`config.mk`:
```
export PLATFORM = sky130hd
export DESIGN_NAME = sorted_coo_to_csf_fibers
export DESIGN_NICKNAME = d
export VERILOG_FILES = /design/src/rtl/core/sctcf_pkg.sv /design/src/rtl/core/sorted_coo_to_csf_fibers.sv /design/src/rtl/core/sctcf_track.sv /design/src/rtl/core/sctcf_emit.sv
export SDC_FILE = /design/constraint.sdc
export NUM_CORES = 2
export LEC_CHECK = 0
export BUFFER_PORTS_ARGS = -buffer_cell sky130_fd_sc_hd__buf_2
export CORE_MARGIN = 3
export CORE_UTILIZATION = 30
export CTS_CLUSTER_SIZE = 14
export DETAILED_ROUTE_END_ITERATION = 12
export PLACE_DENSITY = 0.47
export SLEW_MARGIN = 10
export SYNTH_ARGS = -nofsm -noshare
export SYNTH_HDL_FRONTEND = slang
export SYNTH_SLANG_ARGS = --single-unit
```
`constraint.sdc`:
```
create_clock -name clock -period 81.3 [get_ports clock]
set_input_delay 8.13 -clock clock [delete_from_list [all_inputs] [get_ports clock]]
set_output_delay 8.13 -clock clock [all_outputs]
set_load 0.02 [all_outputs]
```
`src/rtl/core/sctcf_pkg.sv`:
```
// shared types and constants for the sorted coo to csf fiber builder
package sctcf_pkg;

   localparam int MAX_LEVELS_DEF = 8;
   localparam int INDEX_BITS_DEF = 32;
   localparam int LVL_SLOTS      = 8;
   localparam int COORD_W        = 32;
   localparam int PTR_W          = 32;
   localparam int VALUE_W        = 64;
   localparam int LVL_W          = 3;
   localparam int NLEV_W         = 4;

   localparam logic [NLEV_W-1:0] NUM_MODES_RESET = 4'd3;

   localparam logic [1:0] KIND_FIBER = 2'd0;
   localparam logic [1:0] KIND_LEAF  = 2'd1;
   localparam logic [1:0] KIND_END   = 2'd2;

   // one accepted request, resolved against the tree state
   typedef struct packed {
      logic [LVL_SLOTS-1:0][COORD_W-1:0] coord;
      logic [VALUE_W-1:0]                value;
      logic                              final_nz;
      logic [NLEV_W-1:0]                 start;
      logic [LVL_W-1:0]                  leaf;
      logic [LVL_SLOTS-1:0][PTR_W-1:0]   fib_ptr;
      logic [LVL_SLOTS-1:0][PTR_W-1:0]   end_ptr;
   } item_type;

endpackage

```
`src/rtl/core/sorted_coo_to_csf_fibers.sv`:
```
// top level of the sorted coo to csf fiber builder
//
//   channel  dir  handshake           payload
//   req_     in   req_valid/req_stall coord_level0..7, nonzero_value, final_nonzero
//   rsp_     out  rsp_valid/rsp_stall record_kind, record_level, fiber_coord,
//                                     child_pointer, leaf_value, last_record
//   csr_     in   csr_write_enable    csr_write_data (num_modes)
//
// a request with f new fibers gives f+1 records, plus clamped num_modes-1 end
// pointers when it is the final nonzero; one record leaves per cycle while the
// response is not stalled. the input register takes the next request while the
// sequencer still works, and the tree state updates as a request enters it.
// reset (synchronous) empties both registers, clears the tree state and
// sets num_modes to three; a stalled response holds and backs up to req_stall
module sorted_coo_to_csf_fibers import sctcf_pkg::*; #(
   parameter int MAX_LEVELS = MAX_LEVELS_DEF,
   parameter int INDEX_BITS = INDEX_BITS_DEF
) (
   input  logic                clock,
   input  logic                reset,
   input  logic                csr_write_enable,
   input  logic [NLEV_W-1:0]   csr_write_data,
   input  logic                req_valid,
   output logic                req_stall,
   input  logic [COORD_W-1:0]  req_coord_level0,
   input  logic [COORD_W-1:0]  req_coord_level1,
   input  logic [COORD_W-1:0]  req_coord_level2,
   input  logic [COORD_W-1:0]  req_coord_level3,
   input  logic [COORD_W-1:0]  req_coord_level4,
   input  logic [COORD_W-1:0]  req_coord_level5,
   input  logic [COORD_W-1:0]  req_coord_level6,
   input  logic [COORD_W-1:0]  req_coord_level7,
   input  logic [VALUE_W-1:0]  req_nonzero_value,
   input  logic                req_final_nonzero,
   output logic                rsp_valid,
   input  logic                rsp_stall,
   output logic [1:0]          rsp_record_kind,
   output logic [LVL_W-1:0]    rsp_record_level,
   output logic [COORD_W-1:0]  rsp_fiber_coord,
   output logic [PTR_W-1:0]    rsp_child_pointer,
   output logic [VALUE_W-1:0]  rsp_leaf_value,
   output logic                rsp_last_record
);

   // mode count register and its clamped form
   logic [NLEV_W-1:0] num_modes_ff;
   logic [NLEV_W-1:0] nlev;
   logic [LVL_W-1:0]  leaf;

   // input register
   logic                              a_valid_ff;
   logic [LVL_SLOTS-1:0][COORD_W-1:0] a_coord_ff;
   logic [VALUE_W-1:0]                a_value_ff;
   logic                              a_final_ff;
   logic [LVL_SLOTS-1:0][COORD_W-1:0] coord_in;

   logic     load_ok;
   logic     take;
   item_type item;

   always_ff @(posedge clock) begin
      if (reset) begin
         num_modes_ff <= NUM_MODES_RESET;
      end else if (csr_write_enable) begin
         num_modes_ff <= csr_write_data;
      end
   end

   // values below two act as two, above the tree depth as the depth
   always_comb begin
      nlev = num_modes_ff;
      if (num_modes_ff < NLEV_W'(2)) begin
         nlev = NLEV_W'(2);
      end else if (num_modes_ff > NLEV_W'(MAX_LEVELS)) begin
         nlev = NLEV_W'(MAX_LEVELS);
      end
   end
   assign leaf = LVL_W'(nlev - NLEV_W'(1));

   assign coord_in = {req_coord_level7, req_coord_level6, req_coord_level5, req_coord_level4,
                      req_coord_level3, req_coord_level2, req_coord_level1, req_coord_level0};

   // the held request moves on once the sequencer is free or finishing
   assign take      = a_valid_ff && load_ok;
   assign req_stall = a_valid_ff && !load_ok;

   always_ff @(posedge clock) begin
      if (reset) begin
         a_valid_ff <= 1'b0;
      end else if (!req_stall) begin
         a_valid_ff <= req_valid;
      end
   end

   always_ff @(posedge clock) begin
      if (!req_stall && req_valid) begin
         a_coord_ff <= coord_in;
         a_value_ff <= req_nonzero_value;
         a_final_ff <= req_final_nonzero;
      end
   end

   sctcf_track #(
      .MAX_LEVELS (MAX_LEVELS),
      .INDEX_BITS (INDEX_BITS)
   ) u_track (
      .clock   (clock),
      .reset   (reset),
      .take_i  (take),
      .coord_i (a_coord_ff),
      .value_i (a_value_ff),
      .final_i (a_final_ff),
      .nlev_i  (nlev),
      .leaf_i  (leaf),
      .item_o  (item)
   );

   sctcf_emit u_emit (
      .clock             (clock),
      .reset             (reset),
      .load_i            (take),
      .item_i            (item),
      .load_ok_o         (load_ok),
      .rsp_valid         (rsp_valid),
      .rsp_stall         (rsp_stall),
      .rsp_record_kind   (rsp_record_kind),
      .rsp_record_level  (rsp_record_level),
      .rsp_fiber_coord   (rsp_fiber_coord),
      .rsp_child_pointer (rsp_child_pointer),
      .rsp_leaf_value    (rsp_leaf_value),
      .rsp_last_record   (rsp_last_record)
   );

   a_nlev_range: assert property (@(posedge clock) disable iff (reset)
      (nlev >= NLEV_W'(2)) && (nlev <= NLEV_W'(MAX_LEVELS)))
      else $error("clamped mode count out of range");
   a_stall_only_held: assert property (@(posedge clock) disable iff (reset)
      req_stall |-> a_valid_ff)
      else $error("request stalled with nothing pending");
   a_take_held: assert property (@(posedge clock) disable iff (reset)
      (a_valid_ff && req_stall) |=> a_valid_ff)
      else $error("held request dropped");

endmodule

```
`src/rtl/core/sctcf_track.sv`:
```
// tree state: previous coordinates, per-level fiber counts, divergence level
module sctcf_track import sctcf_pkg::*; #(
   parameter int MAX_LEVELS = MAX_LEVELS_DEF,
   parameter int INDEX_BITS = INDEX_BITS_DEF
) (
   input  logic                              clock,
   input  logic                              reset,
   input  logic                              take_i,
   input  logic [LVL_SLOTS-1:0][COORD_W-1:0] coord_i,
   input  logic [VALUE_W-1:0]                value_i,
   input  logic                              final_i,
   input  logic [NLEV_W-1:0]                 nlev_i,
   input  logic [LVL_W-1:0]                  leaf_i,
   output item_type                          item_o
);

   logic [COORD_W-1:0]    prev_ff [MAX_LEVELS];
   logic [COORD_W-1:0]    prev_in [MAX_LEVELS];
   logic [INDEX_BITS-1:0] cnt_ff  [MAX_LEVELS];
   logic [INDEX_BITS-1:0] cnt_in  [MAX_LEVELS];
   logic [INDEX_BITS-1:0] cnt_new [MAX_LEVELS];
   logic                  first_ff;
   logic                  first_in;
   logic [NLEV_W-1:0]     start;
   logic                  found;

   always_comb begin
      start = nlev_i;
      found = 1'b0;
      if (first_ff) begin
         start = '0;
      end else begin
         for (int l = 0; l < MAX_LEVELS; l++) begin
            if (!found && (NLEV_W'(l) < nlev_i) && (coord_i[l] != prev_ff[l])) begin
               start = NLEV_W'(l);
               found = 1'b1;
            end
         end
      end
   end

   // new fibers from the divergence level down, and the leaf count on every nonzero
   always_comb begin
      for (int l = 0; l < MAX_LEVELS; l++) begin
         if (((NLEV_W'(l) >= start) && (LVL_W'(l) < leaf_i)) || (LVL_W'(l) == leaf_i)) begin
            cnt_new[l] = cnt_ff[l] + INDEX_BITS'(1);
         end else begin
            cnt_new[l] = cnt_ff[l];
         end
      end
   end

   always_comb begin
      item_o          = '0;
      item_o.coord    = coord_i;
      item_o.value    = value_i;
      item_o.final_nz = final_i;
      item_o.start    = start;
      item_o.leaf     = leaf_i;
      for (int l = 0; l < MAX_LEVELS - 1; l++) begin
         item_o.fib_ptr[l] = PTR_W'(cnt_ff[l+1]);
         item_o.end_ptr[l] = PTR_W'(cnt_new[l+1]);
      end
   end

   always_comb begin
      first_in = first_ff;
      for (int l = 0; l < MAX_LEVELS; l++) begin
         prev_in[l] = prev_ff[l];
         cnt_in[l]  = cnt_ff[l];
      end
      if (take_i) begin
         if (final_i) begin
            first_in = 1'b1;
            for (int l = 0; l < MAX_LEVELS; l++) begin
               prev_in[l] = '0;
               cnt_in[l]  = '0;
            end
         end else begin
            first_in = 1'b0;
            for (int l = 0; l < MAX_LEVELS; l++) begin
               cnt_in[l] = cnt_new[l];
               if (NLEV_W'(l) < nlev_i) begin
                  prev_in[l] = coord_i[l];
               end
            end
         end
      end
   end

   always_ff @(posedge clock) begin
      if (reset) begin
         first_ff <= 1'b1;
         for (int l = 0; l < MAX_LEVELS; l++) begin
            prev_ff[l] <= '0;
            cnt_ff[l]  <= '0;
         end
      end else begin
         first_ff <= first_in;
         for (int l = 0; l < MAX_LEVELS; l++) begin
            prev_ff[l] <= prev_in[l];
            cnt_ff[l]  <= cnt_in[l];
         end
      end
   end

   a_first_start: assert property (@(posedge clock) disable iff (reset)
      first_ff |-> (start == '0))
      else $error("first nonzero must start at the root level");
   a_final_clears: assert property (@(posedge clock) disable iff (reset)
      (take_i && final_i) |=> (first_ff && (cnt_ff[0] == '0)))
      else $error("final nonzero did not clear the tree state");
   a_leaf_counts: assert property (@(posedge clock) disable iff (reset)
      (take_i && !final_i) |=> (cnt_ff[$past(leaf_i)] == $past(cnt_ff[leaf_i]) + INDEX_BITS'(1)))
      else $error("leaf count did not advance");

endmodule

```
`src/rtl/core/sctcf_emit.sv`:
```
// record sequencer and response register
module sctcf_emit import sctcf_pkg::*; (
   input  logic                clock,
   input  logic                reset,
   input  logic                load_i,
   input  item_type            item_i,
   output logic                load_ok_o,
   output logic                rsp_valid,
   input  logic                rsp_stall,
   output logic [1:0]          rsp_record_kind,
   output logic [LVL_W-1:0]    rsp_record_level,
   output logic [COORD_W-1:0]  rsp_fiber_coord,
   output logic [PTR_W-1:0]    rsp_child_pointer,
   output logic [VALUE_W-1:0]  rsp_leaf_value,
   output logic                rsp_last_record
);

   typedef enum logic [2:0] {
      PH_FIBER = 3'b001,
      PH_LEAF  = 3'b010,
      PH_END   = 3'b100
   } phase_type;

   item_type          item_ff;
   logic              busy_ff, busy_in;
   phase_type         phase_ff, phase_in;
   logic [LVL_W-1:0]  lvl_ff, lvl_in;
   logic              valid_ff;
   logic              out_free, step, done;
   logic [1:0]        kind;
   logic [COORD_W-1:0] coord;
   logic [PTR_W-1:0]  ptr;
   logic [VALUE_W-1:0] value;
   logic              last;
   logic [LVL_W-1:0]  lvl_nx;

   assign out_free  = !valid_ff || !rsp_stall;
   assign step      = busy_ff && out_free;
   assign done      = step && last;
   assign load_ok_o = !busy_ff || done;
   assign lvl_nx    = lvl_ff + LVL_W'(1);

   always_comb begin
      kind  = KIND_LEAF;
      coord = '0;
      ptr   = '0;
      value = '0;
      last  = 1'b0;
      case (phase_ff)
         PH_FIBER: begin
            kind  = KIND_FIBER;
            coord = item_ff.coord[lvl_ff];
            ptr   = item_ff.fib_ptr[lvl_ff];
         end
         PH_LEAF: begin
            kind  = KIND_LEAF;
            coord = item_ff.coord[lvl_ff];
            value = item_ff.value;
            last  = !item_ff.final_nz;
         end
         PH_END: begin
            kind = KIND_END;
            ptr  = item_ff.end_ptr[lvl_ff];
            last = (lvl_nx == item_ff.leaf);
         end
         default: begin
            kind = KIND_LEAF;
         end
      endcase
   end

   always_comb begin
      busy_in  = busy_ff;
      phase_in = phase_ff;
      lvl_in   = lvl_ff;
      if (step) begin
         case (phase_ff)
            PH_FIBER: begin
               if (lvl_nx == item_ff.leaf) begin
                  phase_in = PH_LEAF;
               end
               lvl_in = lvl_nx;
            end
            PH_LEAF: begin
               if (item_ff.final_nz) begin
                  phase_in = PH_END;
                  lvl_in   = '0;
               end else begin
                  busy_in = 1'b0;
               end
            end
            PH_END: begin
               lvl_in = lvl_nx;
               if (last) begin
                  busy_in = 1'b0;
               end
            end
            default: begin
               busy_in = 1'b0;
            end
         endcase
      end
      if (load_i) begin
         busy_in = 1'b1;
         if (item_i.start < {1'b0, item_i.leaf}) begin
            phase_in = PH_FIBER;
            lvl_in   = item_i.start[LVL_W-1:0];
         end else begin
            phase_in = PH_LEAF;
            lvl_in   = item_i.leaf;
         end
      end
   end

   always_ff @(posedge clock) begin
      if (reset) begin
         busy_ff  <= 1'b0;
         phase_ff <= PH_LEAF;
         lvl_ff   <= '0;
         valid_ff <= 1'b0;
      end else begin
         busy_ff  <= busy_in;
         phase_ff <= phase_in;
         lvl_ff   <= lvl_in;
         if (out_free) begin
            valid_ff <= step;
         end
      end
   end

   always_ff @(posedge clock) begin
      if (load_i) begin
         item_ff <= item_i;
      end
      if (step) begin
         rsp_record_kind   <= kind;
         rsp_record_level  <= lvl_ff;
         rsp_fiber_coord   <= coord;
         rsp_child_pointer <= ptr;
         rsp_leaf_value    <= value;
         rsp_last_record   <= last;
      end
   end

   assign rsp_valid = valid_ff;

   a_phase_onehot: assert property (@(posedge clock) disable iff (reset)
      busy_ff |-> $onehot(phase_ff))
      else $error("sequencer phase not one-hot");
   a_fiber_below_leaf: assert property (@(posedge clock) disable iff (reset)
      (busy_ff && phase_ff == PH_FIBER) |-> (lvl_ff < item_ff.leaf))
      else $error("fiber record at or below leaf level");
   a_end_only_final: assert property (@(posedge clock) disable iff (reset)
      (busy_ff && phase_ff == PH_END) |-> item_ff.final_nz)
      else $error("end pointers for a non-final nonzero");
   a_no_overrun: assert property (@(posedge clock) disable iff (reset)
      load_i |-> load_ok_o)
      else $error("new request loaded over an unfinished one");

endmodule

```
Word-level counts from Yosys, hierarchy flattened
Memory sizes are Yosys's and may differ from the RTL's.
Cells that the tools add are included.
{ "op_classes": {"add_sub_neg": 10, "order_cmp": 28, "eq_ne": 24, "mux": 90, "bitwise_logic": 16, "n_reduce_logical": 60} }
{ "ops": {"columns": ["operator", "count"], "rows": [
  ["2-to-1 mux 32 bit", 35],
  ["2-to-1 mux 256 bit", 4],
  ["binary-select mux 32 bit (select 3 bit)", 3],
  ["adder 32 x 1 -> 32 bit (second input constant)", 8],
  ["inequality test 32 bit", 8],
  ["case mux 32 bit (2 select lines)", 1],
  ["2-to-1 mux 4 bit", 11],
  ["logical AND 1 bit", 28],
  ["2-to-1 mux 3 bit", 8],
  ["2-to-1 mux 1 bit", 22],
  [">= comparator 3 x 4 -> 1 bit (first input constant)", 4],
  ["< comparator 3 x 4 -> 1 bit (first input constant)", 4],
  ["bitwise OR 1 bit", 16],
  ["logical NOT 1 bit", 13],
  ["equality test 3 bit (first input constant)", 4],
  ["< comparator 3 bit (first input constant)", 4],
  ["case mux 3 bit (2 select lines)", 2],
  ["logical OR 1 bit", 10],
  ["inequality test 3 x 2 -> 1 bit (second input constant)", 3],
  [">= comparator 1 x 4 -> 1 bit (first input constant)", 2],
  [">= comparator 2 x 4 -> 1 bit (first input constant)", 2],
  ["< comparator 1 x 4 -> 1 bit (first input constant)", 2],
  ["< comparator 2 x 4 -> 1 bit (first input constant)", 2],
  ["AND reduction 4 bit", 2],
  ["25 further kinds", 30]
]} }
{ "word_totals": {"ff_bits": 1241, "ramBits": 512, "in_bits": 330, "output_inout_bits": 136, "elab_cells": 278, "memories": 2} }
{ "memory_table": {"columns": ["memory", "words", "word_bits", "read_ports", "rd_ports_with_merged_regs", "write_ports", "line_no", "text"], "rows": [
  ["u_track.cnt_ff", 8, 32, 8, 0, 8, "sctcf_track.sv:19", "logic [INDEX_BITS-1:0] cnt_ff [MAX_LEVELS];"],
  ["u_track.prev_ff", 8, 32, 8, 0, 8, "sctcf_track.sv:17", "logic [COORD_W-1:0] prev_ff [MAX_LEVELS];"]
]} }

Depth between registers and ports, before layout
{ "logic_depth": {"depth_word": 49, "depth_mapped": 17, "mapped_depth_nobuf": 16} }

Hierarchy
A second synthesis with hierarchy kept.
{ "unflattened": {"hier_cells": 5421, "hier_area_um2": 75085.8} }
{ "modules_own_cells": {"columns": ["module", "n_inst", "cells_per_inst", "area_each_um2", "seq_area_each_um2"], "rows": [
  ["sctcf_emit", 1, 1534, 36201.0, 29288.1],
  ["sctcf_track", 1, 3536, 28969.0, 9629.2],
  ["sorted_coo_to_csf_fibers", 1, 351, 9915.8, 9739.3]
]} }

Least setup slack after synthesis
No wires, ideal clock.
{ "synth_path": {"kind": "input to register", "from": "input rsp_stall", "to": "register u_emit.lvl_ff[0]", "setup_ps": 1099, "arrival_ps": 30602, "setup_slack_ps": 49599, "path_stages": 8, "path_buffers": 3, "path_cell_list": "and2_1 -> o21ai_0 -> nand2_1 -> inv_1 -> clkbuf_1 -> clkbuf_1 -> clkbuf_1 -> a211oi_1"} }
{ "synth_via": {"elab_chain_len": 8} }
{ "synth_rtl": {"columns": ["item", "line_no", "text"], "rows": [
  ["start: declaration", "sorted_coo_to_csf_fibers.sv:36", "input logic rsp_stall,"],
  ["logical NOT 1 bit (*)", "sctcf_emit.sv:37", "assign out_free = !valid_ff || !rsp_stall;"],
  ["logical OR 1 bit (*)", "sctcf_emit.sv:37", null],
  ["logical AND 1 bit (*)", "sctcf_emit.sv:38", "assign step = busy_ff && out_free;"],
  ["logical AND 1 bit (*)", "sctcf_emit.sv:39", "assign done = step && last;"],
  ["logical OR 1 bit (*)", "sctcf_emit.sv:40", "assign load_ok_o = !busy_ff || done;"],
  ["logical AND 1 bit (*)", "sorted_coo_to_csf_fibers.sv:84", "assign take = a_valid_ff && load_ok;"],
  ["named net take", "sorted_coo_to_csf_fibers.sv:58", "logic take;"],
  ["inequality test 3 x 2 -> 1 bit (no line) (tied with other cells)", null, null],
  ["AND reduction 3 bit (no line)", null, null],
  ["end signal: assignment", "sctcf_emit.sv:124", "lvl_ff <= lvl_in;"],
  ["end: declaration", "sctcf_emit.sv:27", "logic [LVL_W-1:0] lvl_ff, lvl_in;"]
]} }
Mark *: on every way through the listed nets, which the timed path passes. The rest lies on a longest branch.
A chain may end at the register's enable or synchronous reset.

Final worst setup path
{ "layout_path": {"from": "input rsp_stall", "to": "output req_stall"} }
{ "layout_via": {"elab_chain_len": 7} }
{ "layout_rtl": {"columns": ["item", "line_no", "text"], "rows": [
  ["logical NOT 1 bit", "sctcf_emit.sv:37", null],
  ["logical OR 1 bit", "sctcf_emit.sv:37", null],
  ["logical AND 1 bit", "sctcf_emit.sv:38", null],
  ["logical AND 1 bit", "sctcf_emit.sv:39", null],
  ["logical OR 1 bit", "sctcf_emit.sv:40", null],
  ["logical NOT 1 bit", "sorted_coo_to_csf_fibers.sv:85", "assign req_stall = a_valid_ff && !load_ok;"],
  ["logical AND 1 bit", "sorted_coo_to_csf_fibers.sv:85", null],
  ["end: declaration", "sorted_coo_to_csf_fibers.sv:24", "output logic req_stall,"]
]} }
No other way between the ends.

==> flow_metrics.env <==
export IMPL_whs_endpoint="u_emit.item_ff[562]"
export IMPL_synth_main_ff_cell="edfxtp_1"
export IMPL_grt_use_met2=0.299
export IMPL_crit_fanout=4
export IMPL_slowest_stage="o21ai_0"
export IMPL_firstDrtPassIters=6
export IMPL_hp_class="reg2reg"
export IMPL_postCtsSetupBuffers=0
export IMPL_p_comb_frac=0.068
export IMPL_area_growth_pct=17.4
export IMPL_clk_latency_ns=0.86
export IMPL_hold_path_depth=0
export IMPL_start_kind="input port"
export IMPL_synth_area_mm2=0.0709
export IMPL_grtUsageMet3=0.0286
export IMPL_p_total_mw=2.04
export IMPL_die_area_mm2=0.242
export IMPL_max_slew_margin=0.0785
export IMPL_holdBufCountCts=0
export IMPL_r2r_cells=11
export IMPL_place_hpwl_mm=152
export IMPL_fin_crit_ns=17.43
export IMPL_synth_top_cell_area_share=0.519
export IMPL_finalHoldViolations=0
export IMPL_skew_ns=0.0985
export IMPL_syn_inst=5392
export IMPL_drv_slew=0
export IMPL_cp_cell_sequence="buf_2 -> and2_1 -> o21ai_0 -> inv_1 -> nand2_1 -> inv_1 -> buf_2"
export IMPL_seq_power_share=0.491
export IMPL_vias=46400
export IMPL_cts_clk_slew_worst_paths_ns=0.06
export IMPL_reg2reg_slack_ns=74.63
export IMPL_crit_type="in2out"
export IMPL_synth_area_leader_cell="edfxtp_1"
export IMPL_grt_busiest_layer="met2"
export IMPL_initial_core_util=0.303
export IMPL_clock_sinks=1721
export IMPL_nets=6125
export IMPL_first_global_vias=44700
export IMPL_drc=0
export IMPL_setup_violations=0
export IMPL_synth_edf_count=1227
export IMPL_ys_async_sr_fraction=0
export IMPL_rsz0062_at_grt="no"
export IMPL_routedWlPerCell_um=25.1
export IMPL_fin_crit_sh=0.214
export IMPL_die_y_um=492
export IMPL_finalInstanceArea_mm2=0.0833
export IMPL_synth_cell_types=98
export IMPL_required_ns=73.17
export IMPL_antenna_found_initial=16
export IMPL_p_sw_frac=0.244
export IMPL_synth_warnings=0
export IMPL_post_dp_cell_area_mm2=0.0767
export IMPL_grt_overflow_total=0
export IMPL_via_per_inst=5.11
export IMPL_ys_ff_latch=1721
export IMPL_gp_congestion=0.810
export IMPL_io_pin_count=466
export IMPL_cts_htree_levels=4
export IMPL_grt_pass1_wl_mm=325
export IMPL_p_leak_nw=29.3
export IMPL_layout_common_cells="edfxtp_1 (1,227), dfxtp_1 (491), nor2_1 (478), buf_2 (464), nand2_1 (385)"
export IMPL_drv_cap=0
export IMPL_cts_tree="yes"
export IMPL_met1_usage=0.253
export IMPL_core_area_mm2=0.234
export IMPL_worstMarginPinSlew_ns=1.38
export IMPL_placementRows=177
export IMPL_syn_num_nets=5737
export IMPL_p_per_area_mw_per_mm2=24.5
export IMPL_cts_resized=0
export IMPL_clkPwrFrac=0.442
export IMPL_io_buffers=465
export IMPL_clock_fmax_ghz=0.0574
export IMPL_numCtsBuffers=190
export IMPL_finalWirelength_mm=228
export IMPL_switching_power_mw=0.499
export IMPL_status="finished, final reports clean"
export IMPL_clockBufferDepth=3
export IMPL_layout_commonest_cell="edfxtp_1"
export IMPL_synthTopCellsByArea="edfxtp_1 (52%), dfxtp_1 (14%), mux4_2 (4.1%)"
export IMPL_seq_area_frac_synth=0.659
export IMPL_fp_dieW_um=492
export IMPL_drt_initial_drc_count=4212
export IMPL_min_from="a_value_ff[42]"
export IMPL_critPathMaxStageDelay_ns=0.38
export IMPL_intPower_mw=1.55
export IMPL_r2r_start="u_emit.lvl_ff[0]"
export IMPL_peakVddDrop_v=0.0000204
export IMPL_tns_ns=0
export IMPL_drive_gt1_frac=0.180
export IMPL_grt_usage=0.183
export IMPL_root_buffer="clkbuf_16"
export IMPL_ant_nets=0
export IMPL_r2r_end="u_emit.item_ff[636]"
export IMPL_cp_data_arrival_time_ns=9.30
export IMPL_postSynthAreaPerCell_um2=13.2
export IMPL_cp_end_kind="output pin"
export IMPL_grt_max_degree=165
-- power by group through the flow --
stage	registers, mW	clock network (mW)	logic (mW)
final	1.00	0.903	0.138
after global routing	1.01	0.959	0.148
after CTS	1.00	0.925	0.141
after detailed placement	1.02	0	0.140
after global placement	1.02	0	0.140
after floorplan	1.04	0	0.0770
-- kinds of logic (layout without fill, tap and decap cells) --
logic type / count (synthesis) / in the layout / share of synthesized area
compound gates: 873 / 873 / 0.0841
xor+xnor: 467 / 467 / 0.0581
mux: 265 / 265 / 0.0602
simple gates: 1641 / 1641 / 0.113
other cells: 0 / 7 / 0
buf+inv: 410 / 967 / 0.0231
flops: 1721 / 1721 / 0.659
fa+ha+maj: 15 / 15 / 0.00265
-- critical path: cells and delay by family --
kind	cells	cell delay, ns
AND/OR/NAND/NOR	2	0.33
AO/OA/AOI/OAI	1	0.38
buffers and inverters	4	0.45
-- cell type report --
type,count,area (um2)
Antenna cell,7,17.5
Inverter,58,225
Multi-Input combinational cell,3261,22800
Sequential cell,1721,46700
Clock buffer,251,5190
Fill cell,22800,151000
Clock inverter,110,1430
Tap cell,3132,3920
Timing Repair Buffer,548,3010
-- how the worst max path moves through the flow --
stage | startpoint | to | slack [ns] | cells past startpoint
after detailed placement | rsp_stall | req_stall | 63.84 | 7
after global routing | rsp_stall | req_stall | 63.78 | 7
after global placement | rsp_stall | req_stall | 63.82 | 7
after floorplan | rsp_stall | u_emit.lvl_ff[0] | 49.60 | 8
after CTS | rsp_stall | req_stall | 63.83 | 7
final | rsp_stall | req_stall | 63.87 | 7
-- state kept, by name (all words and copies together), names as in the netlist --
register                  cells
u_emit.lvl_ff                 3
u_emit.rsp_last_record        1
u_emit.rsp_leaf_value        64
u_track.first_ff              1
u_emit.rsp_valid              1
u_emit.rsp_child_pointer     32
u_track.cnt_ff              224
u_emit.rsp_record_level       3
a_value_ff                   64
a_final_ff                    1
u_emit.rsp_fiber_coord       32
u_emit.busy_ff                1
a_valid_ff                    1
a_coord_ff                  256
u_emit.item_ff              772
u_emit.rsp_record_kind        2
u_emit.phase_ff               3
num_modes_ff                  4
u_track.prev_ff             256
-- synth_stat cells, types with 56 or more instances --
master and instances:
clkbuf_1 279, nand4_1 76, nand2_1 389, dfxtp_1 494, mux2i_1 127, nor2_1 487, and3_1 99, mux4_2 128
inv_1 57, a22oi_1 267, nor4_1 93, a21oi_1 157, edfxtp_1 1227, xor2_1 312, o21ai_0 152, nand3_1 165
nor3_1 96, a31oi_1 56, xnor2_1 153, and2_1 88
-- metrics by stage --
step | utilization | hold WS (ns) | std cells | worst slack [ns]
after floorplan | - | 0.400 | 5392 | 49.60
after global placement | 0.328 | 0.400 | 8720 | 63.82
after detailed placement | 0.328 | 0.405 | 8720 | 63.84
after CTS | 0.356 | 0.396 | 9081 | 63.83
after global routing | 0.356 | 0.407 | 9081 | 63.78
final | 0.356 | 0.391 | 9088 | 63.87
-- metal layers --
metal	part of all wire	vias up
met4	0.024	0
met5	0	-
met3	0.056	303
met2	0.48	1497
met1	0.44	23600
li1	-	21100
Note: power is estimated with default switching activity, not from simulation.
